**src/rtl/blm_pkg.sv**
```systemverilog
// ----------------------------------------------------------------------------
// blm_pkg
// shared widths, codes and the configuration register bundle of the battery
// level monitor
// ----------------------------------------------------------------------------
package blm_pkg;

	// converter resolution and derived widths
	localparam int ADC_BITS   = 12;
	localparam int PCT_W      = 7;
	localparam int NUM_W      = ADC_BITS + PCT_W;   // magnitude of (level-empty)*100
	localparam int STATE_W    = 3;
	localparam int ALERT_W    = 2;
	localparam int INTERVAL_W = 16;
	localparam int ELAPSED_W  = INTERVAL_W + 1;
	localparam int CFG_IDX_W  = 3;
	localparam int CFG_DATA_W = (INTERVAL_W > ADC_BITS) ? INTERVAL_W : ADC_BITS;

	localparam int PCT_MAX = 100;

	// reset values of the configuration registers
	localparam int INTERVAL_RST = 1000;
	localparam int EMPTY_RST    = 0;
	localparam int FULL_RST     = 4095;
	localparam int CHARGE_RST   = 4000;
	localparam int FULLTH_RST   = 3800;
	localparam int CRIT_RST     = 2400;
	localparam int LOWTH_RST    = 2800;

	typedef enum logic [STATE_W-1:0] {
		ST_OK       = 3'd0,
		ST_FULL     = 3'd1,
		ST_CHARGING = 3'd2,
		ST_CRITICAL = 3'd3,
		ST_LOW      = 3'd4,
		ST_UNKNOWN  = 3'd5
	} batt_state_t;

	typedef enum logic [ALERT_W-1:0] {
		AL_NONE     = 2'd0,
		AL_CHARGING = 2'd1,
		AL_CRITICAL = 2'd2,
		AL_LOW      = 2'd3
	} alert_t;

	typedef enum logic [CFG_IDX_W-1:0] {
		REG_INTERVAL = 3'd0,
		REG_EMPTY    = 3'd1,
		REG_FULL     = 3'd2,
		REG_CHARGE   = 3'd3,
		REG_FULLTH   = 3'd4,
		REG_CRIT     = 3'd5,
		REG_LOWTH    = 3'd6
	} reg_idx_t;

	typedef struct packed {
		logic [INTERVAL_W-1:0] interval_ms;
		logic [ADC_BITS-1:0]   empty_level;
		logic [ADC_BITS-1:0]   full_level;
		logic [ADC_BITS-1:0]   charging_threshold;
		logic [ADC_BITS-1:0]   full_threshold;
		logic [ADC_BITS-1:0]   critical_threshold;
		logic [ADC_BITS-1:0]   low_threshold;
	} cfg_t;

endpackage

```
**src/rtl/battery_level_monitor.sv**
```systemverilog
// ----------------------------------------------------------------------------
// battery_level_monitor
// tick-driven battery sampler with charge percentage and state alerts
// ----------------------------------------------------------------------------
// usage:
//   each transfer on the input channel (in_valid / in_stall) is one 1 ms tick
//   carrying the current raw converter reading. every tick yields exactly one
//   transfer on the output channel (out_valid / out_stall).
//   the first tick after reset takes a sample; afterwards a sample is taken
//   once the tick count since the last one exceeds interval_ms.
//   a sample runs a serial restoring divider, one quotient bit per cycle,
//   for the percentage. a tick without a sample, or a sample whose
//   percentage is zero by sign, passes the divider by.
//   in_stall is high while an item is in work; one item at a time.
//   a finished result sits in the output register; a new tick is taken while
//   it waits, but its result is written only once the old one has left.
//   while out_stall is high the output fields hold steady.
//   reset (arst_n low) restores the register defaults, clears the tick count,
//   marks the state unknown and empties the output register.
//   configuration writes (cfg_wr_en, cfg_index, cfg_data) take effect at once
//   and are expected only while the block is idle.
// ----------------------------------------------------------------------------
module battery_level_monitor (
	input  logic                             clk,
	input  logic                             arst_n,
	// configuration
	input  logic                             cfg_wr_en,
	input  logic [blm_pkg::CFG_IDX_W-1:0]    cfg_index,
	input  logic [blm_pkg::CFG_DATA_W-1:0]   cfg_data,
	// tick input
	input  logic                             in_valid,
	output logic                             in_stall,
	input  logic [blm_pkg::ADC_BITS-1:0]     raw_reading,
	// result output
	output logic                             out_valid,
	input  logic                             out_stall,
	output logic                             sampled,
	output logic [blm_pkg::ADC_BITS-1:0]     level,
	output logic [blm_pkg::PCT_W-1:0]        percent,
	output logic [blm_pkg::STATE_W-1:0]      battery_state,
	output logic [blm_pkg::STATE_W-1:0]      prior_state,
	output logic                             changed,
	output logic [blm_pkg::ALERT_W-1:0]      alert
);

	localparam int ADC_W = blm_pkg::ADC_BITS;
	localparam int NUM_W = blm_pkg::NUM_W;
	localparam int PCT_W = blm_pkg::PCT_W;
	localparam int EL_W  = blm_pkg::ELAPSED_W;

	typedef enum logic [1:0] {
		S_IDLE,
		S_PREP,
		S_DIV,
		S_FIN
	} seq_state_t;

	blm_pkg::cfg_t cfg;

	// sequencer and held state
	seq_state_t               state_q;
	logic [EL_W-1:0]          elapsed_q;
	logic                     first_q;
	logic                     take_q;
	logic [ADC_W-1:0]         reading_q;
	logic [PCT_W-1:0]         pct_q;
	logic [ADC_W-1:0]         held_level_q;
	logic [PCT_W-1:0]         held_pct_q;
	blm_pkg::batt_state_t     cur_state_q;
	blm_pkg::batt_state_t     prev_state_q;

	// output register
	logic                     out_valid_q;
	logic                     sampled_q;
	logic [ADC_W-1:0]         level_q;
	logic [PCT_W-1:0]         percent_q;
	blm_pkg::batt_state_t     batt_q;
	blm_pkg::batt_state_t     prior_q;
	logic                     changed_q;
	blm_pkg::alert_t          alert_q;

	logic                     in_xfer;
	logic                     out_free;
	logic [EL_W-1:0]          elapsed_inc;
	logic                     take;

	logic [ADC_W:0]           num_diff;
	logic [ADC_W:0]           den_diff;
	logic [ADC_W-1:0]         num_mag;
	logic [ADC_W-1:0]         den_mag;
	logic                     pct_zero;
	logic [NUM_W-1:0]         dividend;

	logic                     div_start;
	logic                     div_done;
	logic [NUM_W-1:0]         quotient;

	blm_pkg::batt_state_t     next_class;
	blm_pkg::alert_t          next_alert;
	logic                     state_diff;

	blm_cfg u_cfg (
		.clk       (clk),
		.arst_n    (arst_n),
		.cfg_wr_en (cfg_wr_en),
		.cfg_index (cfg_index),
		.cfg_data  (cfg_data),
		.cfg       (cfg)
	);

	assign in_stall = (state_q != S_IDLE);
	assign in_xfer  = in_valid && !in_stall;
	// result slot is free when empty or being drained this cycle
	assign out_free = !out_valid_q || !out_stall;

	// tick counter saturates at its maximum
	assign elapsed_inc = (elapsed_q == '1) ? elapsed_q : elapsed_q + EL_W'(1);
	assign take        = first_q || (elapsed_inc > {1'b0, cfg.interval_ms});

	// percentage operands as sign and magnitude
	assign num_diff = {1'b0, reading_q} - {1'b0, cfg.empty_level};
	assign den_diff = {1'b0, cfg.full_level} - {1'b0, cfg.empty_level};
	assign num_mag  = num_diff[ADC_W] ? ADC_W'(-num_diff) : num_diff[ADC_W-1:0];
	assign den_mag  = den_diff[ADC_W] ? ADC_W'(-den_diff) : den_diff[ADC_W-1:0];
	// zero divisor, zero numerator or a negative quotient all clamp to zero
	assign pct_zero = (den_diff == '0) || (num_diff == '0)
		|| (num_diff[ADC_W] != den_diff[ADC_W]);
	assign dividend = NUM_W'(num_mag) * NUM_W'(blm_pkg::PCT_MAX);

	assign div_start = (state_q == S_PREP) && !pct_zero;

	blm_div u_div (
		.clk      (clk),
		.arst_n   (arst_n),
		.start    (div_start),
		.dividend (dividend),
		.divisor  (den_mag),
		.done     (div_done),
		.quotient (quotient)
	);

	// threshold sort, fixed test order
	always_comb begin
		priority if (reading_q >= cfg.charging_threshold) begin
			next_class = blm_pkg::ST_CHARGING;
		end else if (reading_q >= cfg.full_threshold) begin
			next_class = blm_pkg::ST_FULL;
		end else if (reading_q <= cfg.critical_threshold) begin
			next_class = blm_pkg::ST_CRITICAL;
		end else if (reading_q <= cfg.low_threshold) begin
			next_class = blm_pkg::ST_LOW;
		end else begin
			next_class = blm_pkg::ST_OK;
		end
	end

	assign state_diff = (next_class != cur_state_q);

	always_comb begin
		unique case (next_class)
			blm_pkg::ST_CHARGING: next_alert = blm_pkg::AL_CHARGING;
			blm_pkg::ST_CRITICAL: next_alert = blm_pkg::AL_CRITICAL;
			blm_pkg::ST_LOW:      next_alert = blm_pkg::AL_LOW;
			default:              next_alert = blm_pkg::AL_NONE;
		endcase
	end

	always_ff @(posedge clk or negedge arst_n) begin
		if (!arst_n) begin
			state_q      <= S_IDLE;
			elapsed_q    <= '0;
			first_q      <= 1'b1;
			take_q       <= 1'b0;
			held_level_q <= '0;
			held_pct_q   <= '0;
			cur_state_q  <= blm_pkg::ST_UNKNOWN;
			prev_state_q <= blm_pkg::ST_UNKNOWN;
			out_valid_q  <= 1'b0;
		end else begin
			if (out_valid_q && !out_stall) begin
				out_valid_q <= 1'b0;
			end
			unique case (state_q)
				S_IDLE: begin
					if (in_xfer) begin
						take_q    <= take;
						elapsed_q <= take ? '0 : elapsed_inc;
						if (take) begin
							first_q <= 1'b0;
							state_q <= S_PREP;
						end else begin
							state_q <= S_FIN;
						end
					end
				end
				S_PREP: begin
					if (pct_zero) begin
						pct_q   <= '0;
						state_q <= S_FIN;
					end else begin
						state_q <= S_DIV;
					end
				end
				S_DIV: begin
					if (div_done) begin
						pct_q   <= (quotient > NUM_W'(blm_pkg::PCT_MAX))
							? PCT_W'(blm_pkg::PCT_MAX) : quotient[PCT_W-1:0];
						state_q <= S_FIN;
					end
				end
				S_FIN: begin
					if (out_free) begin
						out_valid_q <= 1'b1;
						sampled_q   <= take_q;
						if (take_q) begin
							held_level_q <= reading_q;
							held_pct_q   <= pct_q;
							prev_state_q <= cur_state_q;
							cur_state_q  <= next_class;
							level_q      <= reading_q;
							percent_q    <= pct_q;
							batt_q       <= next_class;
							prior_q      <= cur_state_q;
							changed_q    <= state_diff;
							alert_q      <= state_diff ? next_alert : blm_pkg::AL_NONE;
						end else begin
							level_q      <= held_level_q;
							percent_q    <= held_pct_q;
							batt_q       <= cur_state_q;
							prior_q      <= prev_state_q;
							changed_q    <= 1'b0;
							alert_q      <= blm_pkg::AL_NONE;
						end
						state_q <= S_IDLE;
					end
				end
				default: state_q <= S_IDLE;
			endcase
		end
	end

	// reading is captured on each input transfer
	always_ff @(posedge clk) begin
		if (in_xfer) begin
			reading_q <= raw_reading;
		end
	end

	assign out_valid     = out_valid_q;
	assign sampled       = sampled_q;
	assign level         = level_q;
	assign percent       = percent_q;
	assign battery_state = batt_q;
	assign prior_state   = prior_q;
	assign changed       = changed_q;
	assign alert         = alert_q;

	// divider only finishes while the sequencer waits for it
	a_div_done_in_div: assert property (@(posedge clk) disable iff (!arst_n)
		div_done |-> (state_q == S_DIV))
		else $error("divider finished outside the divide step");

	// percentage never leaves its clamp range
	a_pct_range: assert property (@(posedge clk) disable iff (!arst_n)
		out_valid_q |-> (percent_q <= PCT_W'(blm_pkg::PCT_MAX)))
		else $error("percent above clamp");

	// a tick without a sample reports no change and no alert
	a_no_sample_quiet: assert property (@(posedge clk) disable iff (!arst_n)
		(out_valid_q && !sampled_q) |-> (!changed_q && alert_q == blm_pkg::AL_NONE))
		else $error("change flagged on a tick without sample");

	// a flagged change really differs from the prior state
	a_change_differs: assert property (@(posedge clk) disable iff (!arst_n)
		(out_valid_q && changed_q) |-> (batt_q != prior_q))
		else $error("change flagged with equal states");

	// once sampled, the first-sample flag stays cleared
	a_first_sticky: assert property (@(posedge clk) disable iff (!arst_n)
		!first_q |=> !first_q)
		else $error("first-sample flag set again");

endmodule

```
**src/rtl/blm_cfg.sv**
```systemverilog
// ----------------------------------------------------------------------------
// blm_cfg
// configuration register file, written through a plain index/data port
// ----------------------------------------------------------------------------
module blm_cfg (
	input  logic                             clk,
	input  logic                             arst_n,
	input  logic                             cfg_wr_en,
	input  logic [blm_pkg::CFG_IDX_W-1:0]    cfg_index,
	input  logic [blm_pkg::CFG_DATA_W-1:0]   cfg_data,
	output blm_pkg::cfg_t                    cfg
);

	blm_pkg::cfg_t               cfg_q;
	logic [blm_pkg::ADC_BITS-1:0] wr_adc;

	assign wr_adc = cfg_data[blm_pkg::ADC_BITS-1:0];

	always_ff @(posedge clk or negedge arst_n) begin
		if (!arst_n) begin
			cfg_q.interval_ms        <= blm_pkg::INTERVAL_W'(blm_pkg::INTERVAL_RST);
			cfg_q.empty_level        <= blm_pkg::ADC_BITS'(blm_pkg::EMPTY_RST);
			cfg_q.full_level         <= blm_pkg::ADC_BITS'(blm_pkg::FULL_RST);
			cfg_q.charging_threshold <= blm_pkg::ADC_BITS'(blm_pkg::CHARGE_RST);
			cfg_q.full_threshold     <= blm_pkg::ADC_BITS'(blm_pkg::FULLTH_RST);
			cfg_q.critical_threshold <= blm_pkg::ADC_BITS'(blm_pkg::CRIT_RST);
			cfg_q.low_threshold      <= blm_pkg::ADC_BITS'(blm_pkg::LOWTH_RST);
		end else if (cfg_wr_en) begin
			unique case (blm_pkg::reg_idx_t'(cfg_index))
				blm_pkg::REG_INTERVAL: cfg_q.interval_ms <= cfg_data[blm_pkg::INTERVAL_W-1:0];
				blm_pkg::REG_EMPTY:    cfg_q.empty_level        <= wr_adc;
				blm_pkg::REG_FULL:     cfg_q.full_level         <= wr_adc;
				blm_pkg::REG_CHARGE:   cfg_q.charging_threshold <= wr_adc;
				blm_pkg::REG_FULLTH:   cfg_q.full_threshold     <= wr_adc;
				blm_pkg::REG_CRIT:     cfg_q.critical_threshold <= wr_adc;
				blm_pkg::REG_LOWTH:    cfg_q.low_threshold      <= wr_adc;
				default: ;             // unmapped index, write dropped
			endcase
		end
	end

	assign cfg = cfg_q;

endmodule

```
**src/rtl/blm_div.sv**
```systemverilog
// ----------------------------------------------------------------------------
// blm_div
// unsigned restoring divider, one quotient bit per cycle through a single
// shared subtract and compare
// ----------------------------------------------------------------------------
module blm_div (
	input  logic                           clk,
	input  logic                           arst_n,
	input  logic                           start,
	input  logic [blm_pkg::NUM_W-1:0]      dividend,
	input  logic [blm_pkg::ADC_BITS-1:0]   divisor,
	output logic                           done,
	output logic [blm_pkg::NUM_W-1:0]      quotient
);

	localparam int CNT_W = $clog2(blm_pkg::NUM_W + 1);
	localparam int REM_W = blm_pkg::ADC_BITS;

	logic                        busy_q;
	logic                        done_q;
	logic [CNT_W-1:0]            cnt_q;
	logic [blm_pkg::NUM_W-1:0]   dvd_q;
	logic [REM_W-1:0]            dvs_q;
	logic [REM_W-1:0]            rem_q;

	logic [REM_W:0]              rem_shift;
	logic [REM_W+1:0]            trial;
	logic                        borrow;

	// shift in next dividend bit, try subtracting the divisor
	assign rem_shift = {rem_q, dvd_q[blm_pkg::NUM_W-1]};
	assign trial     = {1'b0, rem_shift} - {2'b00, dvs_q};
	assign borrow    = trial[REM_W+1];

	always_ff @(posedge clk or negedge arst_n) begin
		if (!arst_n) begin
			busy_q <= 1'b0;
			done_q <= 1'b0;
			cnt_q  <= '0;
		end else begin
			done_q <= 1'b0;
			if (start) begin
				busy_q <= 1'b1;
				cnt_q  <= '0;
			end else if (busy_q) begin
				cnt_q <= cnt_q + CNT_W'(1);
				if (cnt_q == CNT_W'(blm_pkg::NUM_W - 1)) begin
					busy_q <= 1'b0;
					done_q <= 1'b1;
				end
			end
		end
	end

	always_ff @(posedge clk) begin
		if (start) begin
			dvd_q <= dividend;
			dvs_q <= divisor;
			rem_q <= '0;
		end else if (busy_q) begin
			rem_q <= borrow ? rem_shift[REM_W-1:0] : trial[REM_W-1:0];
			dvd_q <= {dvd_q[blm_pkg::NUM_W-2:0], ~borrow};
		end
	end

	assign done     = done_q;
	assign quotient = dvd_q;

endmodule

```
**config.mk**
```make
export PLATFORM = sky130hd
export DESIGN_NAME = battery_level_monitor
export DESIGN_NICKNAME = d
export VERILOG_FILES = /design/src/rtl/blm_pkg.sv /design/src/rtl/battery_level_monitor.sv /design/src/rtl/blm_cfg.sv /design/src/rtl/blm_div.sv
export SDC_FILE = /design/constraint.sdc
export NUM_CORES = 1
export LEC_CHECK = 0
export BUFFER_PORTS_ARGS = -buffer_cell sky130_fd_sc_hd__buf_2
export CORE_UTILIZATION = 50
export CTS_BUF_LIST = sky130_fd_sc_hd__clkbuf_8
export DETAILED_ROUTE_END_ITERATION = 10
export GPL_ROUTABILITY_DRIVEN = 0
export PLACE_DENSITY = 0.69
export SLEW_MARGIN = 40
export SYNTH_ARGS = -nofsm -noshare
export SYNTH_HDL_FRONTEND = slang
export SYNTH_HIERARCHICAL = 1
export SYNTH_SLANG_ARGS = --single-unit
export TNS_END_PERCENT = 20
```
**constraint.sdc**
```tcl
create_clock -name clk -period 6.36 [get_ports clk]
set_input_delay 0.318 -clock clk [delete_from_list [all_inputs] [get_ports clk]]
set_output_delay 0.318 -clock clk [all_outputs]
set_load 0.01 [all_outputs]
```
==> impl_metrics.ini, run 1 <==
[global_route]
wire_length_of_the_first_global_routing_pass_um = 53500
first_global_vias = 10700
grt_util_met3_pct = 3.51
grtUsageMet1_pct = 27.2
initial_antenna_violation_count = 0
grt_max_degree = 78
top_usage_layer = met2
grt_total_ovfl = 0
global_route.usage.met2_pct = 38.7
gr-usage-all-layers_pct = 22.2

[min_path]
worstHoldStart = cfg_data[2]
worstHoldPathType = primary input to flop
hold-path-endpoint = u_cfg/cfg[26]
worst_hold_path.num_cells = 2

[critical_path]
timing.reg2reg.setup_slack_ns = 0.45
crit_path_start_kind = flop
cp.required_ns = 6.65
crit_path_start = reading_q[7]
setup.worst_path.end_class = flop
worstReg2RegStart = reading_q[7]
path_max_fanout = 8
timing.critical_path.cells = ha_1 > or4_4 > o22a_4 > a211o_1 > a21oi_2 > nand2_1 > xnor2_2 > ha_1 > ha_1 > ha_1 > xor2_1 > ha_1 > a21o_1 > a21oi_1 > o21bai_1 > a21oi_1 > o21bai_1 > a41oi_1 > nor2b_1 > xnor2_1 > mux2_2
slowest_stage = sky130_fd_sc_hd__or4_4
timing.critical_path.mode_cell = sky130_fd_sc_hd__ha_1
critical_path.max_stage_delay_ns = 0.58
arrival_ns = 6.20
worst_r2r_path_depth = 21
setup.worst_path.class = flop to flop
regToRegEndpoint = u_div/quotient[16]

[finish]
layout.cells.most_common = sky130_fd_sc_hd__inv_1
most_frequent_cells_in_the_layout = sky130_fd_sc_hd__inv_1 (168), sky130_fd_sc_hd__mux2_2 (156), sky130_fd_sc_hd__ha_1 (150)
area_delta_synth_final_pct = 11.6
share_of_layout_cells_above_drive_strength_1_pct = 24.3
num-nets-final = 1659
num_antenna_cells = 0

[cts]
cts_post_setup_buffers_inserted = 0
tritoncts = built
clk_pin_slew_worst_paths_ns = 0.06
count_of_clock_tree_sinks = 233
cts-root-buf = sky130_fd_sc_hd__clkbuf_8
cts_made_buffers = 41
ctsLongestPathBuffers = 3
cts-htree-levels = 2
worstSkewPairLatency_ns = 0.57

[yosys]
count_of_state_elements_after_synthesis = 233
mapped_avg_cell_area_um2 = 10.9
ys_dominant_reg_cell = sky130_fd_sc_hd__dfrtp_1
synth_cell_types = 92
synth-edff-count = 79
netlist_area_um2 = 14800
synth_sequential_area_ratio_pct = 42.2
async_reset_ff_share_pct = 60.9
yosys_warns = 6
post_synth_inst_count = 1357

[timing]
grt_setup_unrepaired = false
whs_ns = 0.136
timing.final.crit_share_pct = 92.9
report.final.hold_viol_count = 0
worst_slew_margin_rel_pct = 45.6
worstMarginPinSlew_ns = 0.812
setup-tns-final_ns = 0
drv_slew = 0
clock-skew-final_ns = 0.0295
highest_clock_rate_ghz = 0.169
finalSetupViolCount = 0
final.min_clock_period_ns = 5.91

[floorplanning]
die_boundary_height_um = 174
initial_core_util_pct = 51.1
dieArea_um2 = 30200
floorplan_row_count = 62
dieWidth_um = 174
io_pins = 67
core-area_um2 = 28900

[run_status]
run_status = finished clean

[routing]
wl_per_cell_um = 17.2
wirelength_um = 32400
vias = 10300
vias_per_cell = 5.50
detail-route-antenna-nets = 0
dr.first_iter.drc_count = 580
detail_route.first_pass.iterations = 5
drcViolationCount = 0

[placement]
number_of_buffer_cells_added_on_primary_ports = 66
hpwlAfterDp_um = 24000

[flow_run]
max-cap-violations = 0
[registers in the layout, indices dropped and copies added (netlist names), 5 cells and up]
| name | flops |
|---|---|
| reading_q | 12 |
| level | 12 |
| held_pct_q | 7 |
| held_level_q | 12 |
| u_div/dvs_q | 12 |
| percent | 7 |
| u_div/quotient | 19 |
| u_div/rem_q | 12 |
| elapsed_q | 17 |
| u_cfg/cfg | 88 |
| u_div/cnt_q | 5 |
| pct_q | 7 |
[worst max-delay path, delay by kind of cell, from the launching register on]
family                   cells  cell delay [ns]
XOR/XNOR                     3             0.41
AND/OR/NAND/NOR              3             0.91
flip-flops                   1             0.50
multiplexers                 1             0.26
AO/OA/AOI/OAI                9             1.92
adder cells (fa/ha/maj)      5             1.63
[per-layer routing]
| metal | vias up | part of all wire [%] |
|---|---|---|
| met5 | - | 0 |
| met4 | 0 | 3.5 |
| met3 | 79 | 3.6 |
| met2 | 189 | 49 |
| met1 | 4972 | 44 |
| li1 | 5107 | - |
[area by class of cell]
class	instances	area, µm²
Timing Repair Buffer	94	598
Clock buffer	45	619
Inverter	148	556
Clock inverter	31	134
Fill cell	2518	12400
Tap cell	384	480
Sequential cell	233	6220
Multi-Input combinational cell	946	7860
[synth_stat cells, types with 9 or more instances]
cell	n	area, µm²
sky130_fd_sc_hd__fa_1	9	180
sky130_fd_sc_hd__o211ai_1	11	82.6
sky130_fd_sc_hd__a21oi_1	56	280
sky130_fd_sc_hd__or3_1	12	75.1
sky130_fd_sc_hd__o21a_1	9	67.6
sky130_fd_sc_hd__dfstp_2	46	1210
sky130_fd_sc_hd__nor4_1	10	62.6
sky130_fd_sc_hd__edfxtp_1	79	2370
sky130_fd_sc_hd__dfxtp_1	12	240
sky130_fd_sc_hd__dfrtp_1	96	2400
sky130_fd_sc_hd__o21ai_0	38	190
sky130_fd_sc_hd__nor2_1	85	319
sky130_fd_sc_hd__clkbuf_1	18	67.6
sky130_fd_sc_hd__xnor2_1	47	412
sky130_fd_sc_hd__ha_1	150	1880
sky130_fd_sc_hd__inv_1	147	552
sky130_fd_sc_hd__o31ai_1	10	75.1
sky130_fd_sc_hd__nand3_1	24	120
sky130_fd_sc_hd__xor2_1	17	149
sky130_fd_sc_hd__nor3_1	19	95.1
sky130_fd_sc_hd__nand2b_1	18	113
sky130_fd_sc_hd__a211oi_1	11	82.6
sky130_fd_sc_hd__and3_1	10	62.6
sky130_fd_sc_hd__mux2_2	156	1760
sky130_fd_sc_hd__and2_1	11	68.8
sky130_fd_sc_hd__nand2_1	65	244
sky130_fd_sc_hd__nand4_1	11	68.8
sky130_fd_sc_hd__a21o_1	23	173
sky130_fd_sc_hd__o21ai_1	14	70.1
sky130_fd_sc_hd__nor2b_1	12	75.1
[metrics by stage]
stage | cells | setup slack, ns | utilization, % | instance area [µm²]
floorplan | 1358 | 0.894 | - | 14800
global placement | 1786 | 0.548 | 53.7 | 15500
detailed placement | 1787 | 0.460 | 53.7 | 15500
CTS | 1881 | 0.399 | 57.0 | 16400
global route | 1881 | 0.0490 | 57.1 | 16500
finish | 1881 | 0.452 | 57.1 | 16500
[kinds of logic (layout without fill, tap and decap cells)]
family,Yosys count,after routing,share of synthesized area [%]
compound gates,244,244,11.6
xor+xnor,66,66,4.02
fa+ha+maj,159,159,13.9
buf+inv,179,318,4.78
flops,233,233,42.2
mux,163,163,12.4
other cells,1,2,0.0254
simple gates,312,312,11.0
[how the worst max path moves through the flow]
stage | slack [ns] | to | cells after the start
final | 0.45 | u_div/quotient[16] | 21
after global routing | 0.05 | u_div/quotient[16] | 24
after CTS | 0.40 | u_div/quotient[16] | 21
after detailed placement | 0.46 | u_div/quotient[16] | 21
after global placement | 0.55 | u_div/quotient[16] | 21
after floorplan | 0.89 | u_div/quotient[16] | 22
[timing repair]
| action | 4_1_cts | 5_1_grt |
|---|---|---|
| gates resized for setup | 0 | 2 |
| setup endpoints to repair | 0 | 2 |
| hold buffers | 18 | 0 |
| endpoints found under the hold margin | 71 | 0 |
Power of run 1 is left out: the tool's default activity adds up to more than one toggle a clock period on the data nets, which glitch-free logic cannot reach.
==> run 2, diff against run 1 <==
- PLACE_DENSITY: 0.69 -> 0.67
==> impl_metrics.ini, run 2 (synthesized netlist as in run 1, its figures left out) <==
[floorplanning]
initial_core_util_pct = 51.1
io_pins = 67
core-area_um2 = 28900
dieWidth_um = 174
dieArea_um2 = 30200
die_boundary_height_um = 174
floorplan_row_count = 62

[global_route]
grt_util_met3_pct = 3.29
grt_total_ovfl = 0
global_route.usage.met2_pct = 39.1
initial_antenna_violation_count = 1
top_usage_layer = met2
wire_length_of_the_first_global_routing_pass_um = 53600
grtUsageMet1_pct = 26.9
grt_max_degree = 78
gr-usage-all-layers_pct = 22.1
first_global_vias = 10600

[timing]
worstMarginPinSlew_ns = 0.848
final.min_clock_period_ns = 5.98
drv_slew = 0
highest_clock_rate_ghz = 0.167
timing.final.crit_share_pct = 94.0
whs_ns = 0.0277
worst_slew_margin_rel_pct = 43.4
clock-skew-final_ns = 0.0236
grt_setup_unrepaired = false
report.final.hold_viol_count = 0
final_critical_path_setup_slack_ns = 0.382
finalSetupViolCount = 0
setup-tns-final_ns = 0

[finish]
most_frequent_cells_in_the_layout = sky130_fd_sc_hd__inv_1 (166), sky130_fd_sc_hd__mux2_2 (156), sky130_fd_sc_hd__ha_1 (150)
largest_register_ffs = 88
num-nets-final = 1661
finish.utilization_pct = 57.1
num_antenna_cells = 0
layout.cells.most_common = sky130_fd_sc_hd__inv_1
area_delta_synth_final_pct = 11.8
share_of_layout_cells_above_drive_strength_1_pct = 24.5

[critical_path]
cp.required_ns = 6.65
setup.worst_path.end_class = flop
timing.critical_path.mode_cell = sky130_fd_sc_hd__ha_1
critical_path.max_stage_delay_ns = 0.59
worst_r2r_path_depth = 21
worstSetupPathDepth = 21
timing.critical_path.cells = ha_1 > or4_4 > o22a_4 > a211o_1 > a21oi_2 > nand2_1 > xnor2_1 > ha_1 > ha_1 > ha_1 > xor2_1 > ha_1 > a21o_1 > a21oi_1 > o21bai_1 > a21oi_1 > o21bai_1 > a41oi_1 > nor2b_1 > xnor2_1 > mux2_2
arrival_ns = 6.27
setup.worst_path.class = flop to flop
slowest_stage = sky130_fd_sc_hd__or4_4
crit_path_start_kind = flop
worst_path_dominant_cell_family = compound AO/OA/AOI/OAI gates
cp_bufs_invs = 0
path_max_fanout = 8

[cts]
cts_made_buffers = 40
clk_pin_slew_worst_paths_ns = 0.06
cts-root-buf = sky130_fd_sc_hd__clkbuf_8
ctsLongestPathBuffers = 3
cts_post_setup_buffers_inserted = 0
worstSkewPairLatency_ns = 0.56
cts-htree-levels = 2
count_of_clock_tree_sinks = 233
cts_resized = 0
tritoncts = built

[routing]
wirelength_um = 32900
drcViolationCount = 0
vias_per_cell = 5.51
wl_per_cell_um = 17.5
dr.first_iter.drc_count = 485
detail_route.first_pass.iterations = 4
detail-route-antenna-nets = 0
vias = 10400

[placement]
hpwlAfterDp_um = 24500
placement.setup.worst_slack_ns = 0.477
number_of_buffer_cells_added_on_primary_ports = 66

[min_path]
worstHoldPathType = primary input to flop
worst_hold_path.num_cells = 2

[run_status]
run_status = finished clean

[flow_run]
max-cap-violations = 0
[run 2: timing repair]
item,in CTS,in global routing
endpoints found under the hold margin,58,0
hold buffers,17,0
setup endpoints to repair,0,0
[run 2: worst register-to-register path, delay by kind of cell, from the launching register on]
family | cells | cell delay (ns)
mux | 1 | 0.26
flops | 1 | 0.52
xor+xnor | 3 | 0.53
compound gates | 9 | 1.92
fa+ha+maj | 5 | 1.61
simple gates | 3 | 0.87
[run 2: final timing paths]
kind	startpoint	endpoint	slack (ns)
hold reg to reg	first_q	first_q	0.49
setup reg to reg	reading_q[7]	u_div/quotient[16]	0.38
hold / removal	out_stall	out_valid	0.03
min in group asynchronous	arst_n	u_cfg/cfg[82]	0.32
setup / recovery	reading_q[7]	u_div/quotient[16]	0.38
max in group asynchronous	arst_n	u_div/busy_q	4.83
[run 2: layout make-up]
cell class	instances	area, µm²
Timing Repair Buffer	97	616
Clock buffer	48	661
Tap cell	384	480
Fill cell	2490	12400
Clock inverter	26	118
Multi-Input combinational cell	946	7840
Inverter	148	556
Sequential cell	233	6220
[run 2: layer usage]
metal / up-vias / part of all wire, % / wire length (µm)
met5: - / 0 / 0
met4: 0 / 3.7 / 1210
met3: 79 / 3.9 / 1280
met2: 173 / 50 / 16300
met1: 5017 / 43 / 14000
li1: 5099 / - / -
[run 2: through the flow]
step                instance area (µm²)  cells
finish                            16500   1882
CTS                               16500   1881
global route                      16500   1882
floorplan                         14800   1358
detailed placement                15500   1790
global placement                  15500   1788
Power of run 2 is left out for the same reason.
==> run 3, diff against run 2 <==
- PLACE_DENSITY: 0.67 -> 0.68
==> impl_metrics.ini, run 3 (synthesized netlist as in run 1, its figures left out) <==
[floorplanning]
initial_core_util_pct = 51.1
die_boundary_height_um = 174
dieWidth_um = 174
io_pins = 67
core-area_um2 = 28900
dieArea_um2 = 30200
floorplan_row_count = 62

[finish]
layout.cells.most_common = sky130_fd_sc_hd__inv_1
num_antenna_cells = 0
share_of_layout_cells_above_drive_strength_1_pct = 25.1
area_delta_synth_final_pct = 12.4
largest_register_ffs = 88
most_frequent_cells_in_the_layout = sky130_fd_sc_hd__inv_1 (157), sky130_fd_sc_hd__mux2_2 (156), sky130_fd_sc_hd__ha_1 (150)
num-nets-final = 1662

[critical_path]
worstReg2RegStart = reading_q[7]
timing.critical_path.cells = ha_1 > or4_4 > o22a_4 > a211o_1 > a21oi_2 > nand2_1 > xnor2_1 > ha_1 > ha_1 > ha_1 > xor2_1 > ha_1 > a21o_1 > a21oi_1 > o21bai_1 > a21oi_1 > o21bai_1 > a41oi_1 > nor2b_1 > xnor2_1 > mux2_2
setup.worst_path.class = flop to flop
path_max_fanout = 8
critical_path.endpoint = u_div/quotient[16]
slowest_stage = sky130_fd_sc_hd__or4_4
cp.required_ns = 6.66
timing.critical_path.mode_cell = sky130_fd_sc_hd__ha_1
arrival_ns = 6.20
critical_path.max_stage_delay_ns = 0.58
worst_r2r_path_depth = 21
crit_path_start_kind = flop
crit_path_start = reading_q[7]
setup.worst_path.end_class = flop
timing.reg2reg.setup_slack_ns = 0.46
regToRegEndpoint = u_div/quotient[16]

[timing]
report.final.hold_viol_count = 0
finalSetupViolCount = 0
grt_setup_unrepaired = false
clock-skew-final_ns = 0.0282
highest_clock_rate_ghz = 0.169
worstMarginPinSlew_ns = 0.817
worst_slew_margin_rel_pct = 45.3
drv_slew = 0
setup-tns-final_ns = 0
timing.final.crit_share_pct = 92.8
final.min_clock_period_ns = 5.90

[cts]
ctsLongestPathBuffers = 3
cts_post_setup_buffers_inserted = 0
worstSkewPairLatency_ns = 0.55
cts-htree-levels = 2
count_of_clock_tree_sinks = 233
cts_made_buffers = 42
clk_pin_slew_worst_paths_ns = 0.06
tritoncts = built
cts-root-buf = sky130_fd_sc_hd__clkbuf_8

[routing]
wl_per_cell_um = 17.5
met2RoutedLength_um = 16800
wirelength_um = 32900
detail_route.first_pass.iterations = 5
routedLengthMet1_um = 14300
dr.first_iter.drc_count = 484
vias_per_cell = 5.52
top_layer = met4
drcViolationCount = 0
met3WireLength_um = 909
vias = 10400
detail-route-antenna-nets = 0

[global_route]
gr-usage-all-layers_pct = 22.6
grt_total_ovfl = 0
initial_antenna_violation_count = 0
wire_length_of_the_first_global_routing_pass_um = 55000
grt_max_degree = 69
first_global_vias = 10900

[min_path]
worstHoldPathType = primary input to flop

[flow_run]
max-cap-violations = 0

[placement]
hpwlAfterDp_um = 24900
number_of_buffer_cells_added_on_primary_ports = 66

[run_status]
run_status = finished clean
run 3: cell types whose count changed in the layout (fill, tap and decap cells not counted), sizes merged:
cell | before | now
bufinv | 0 | 3
clkbuf | 48 | 49
clkinv | 4 | 11
clkinvlp | 1 | 3
dlygate4sd3 | 17 | 16
inv | 169 | 159
run 3: metal layers:
layer | track usage [%] | vias up
met5 | 0 | -
met4 | 7.24 | 0
met3 | 2.87 | 63
met2 | 40.8 | 145
met1 | 27.8 | 5070
li1 | - | 5113
run 3: how the worst min path moves through the flow:
stage                         startpoint             end  slack [ns]  cells after the start
after floorplan                   arst_n  cur_state_q[1]        0.02                      0
final                       cfg_data[13]   u_cfg/cfg[85]        0.03                      2
after global placement            arst_n   u_cfg/cfg[84]        0.27                      1
after detailed placement          arst_n   u_cfg/cfg[84]        0.27                      1
after global routing      raw_reading[0]    reading_q[0]       0.002                      1
after CTS                   cfg_data[13]   u_cfg/cfg[85]       0.006                      2
run 3: layout make-up:
type / count / area (µm²)
clock buffers: 49 / 674
repair buffers: 96 / 609
multi-input cells: 946 / 7840
fillers: 2488 / 12300
clock inverters: 28 / 209
well taps: 384 / 480
flip-flops and latches: 233 / 6220
inverters: 148 / 556
run 3: what timing repair did:
action,in CTS,in global routing
endpoints found under the setup margin,0,0
endpoints found under the hold margin,49,1
resized for setup,0,0
hold buffers,15,1
run 3: critical path: cells and delay by family, from the launching register on:
| kind | cells | cell delay (ns) |
|---|---|---|
| AO/OA/AOI/OAI | 9 | 1.88 |
| multiplexers | 1 | 0.26 |
| XOR/XNOR | 3 | 0.54 |
| AND/OR/NAND/NOR | 3 | 0.88 |
| adder cells (fa/ha/maj) | 5 | 1.60 |
| flip-flops | 1 | 0.51 |
run 3: stage by stage:
stage                     worst slack [ns]  cells  util, %  hold WS [ns]  cell area, µm²
after global routing                0.0508   1884     57.5       0.00197           16600
after detailed placement             0.495   1791     53.9         0.265           15500
after floorplan                      0.894   1358        -        0.0224           14800
final                                0.459   1884     57.5        0.0326           16600
after CTS                            0.499   1883     57.4       0.00650           16600
after global placement               0.552   1789     53.8         0.267           15500
Power of run 3 is left out for the same reason.
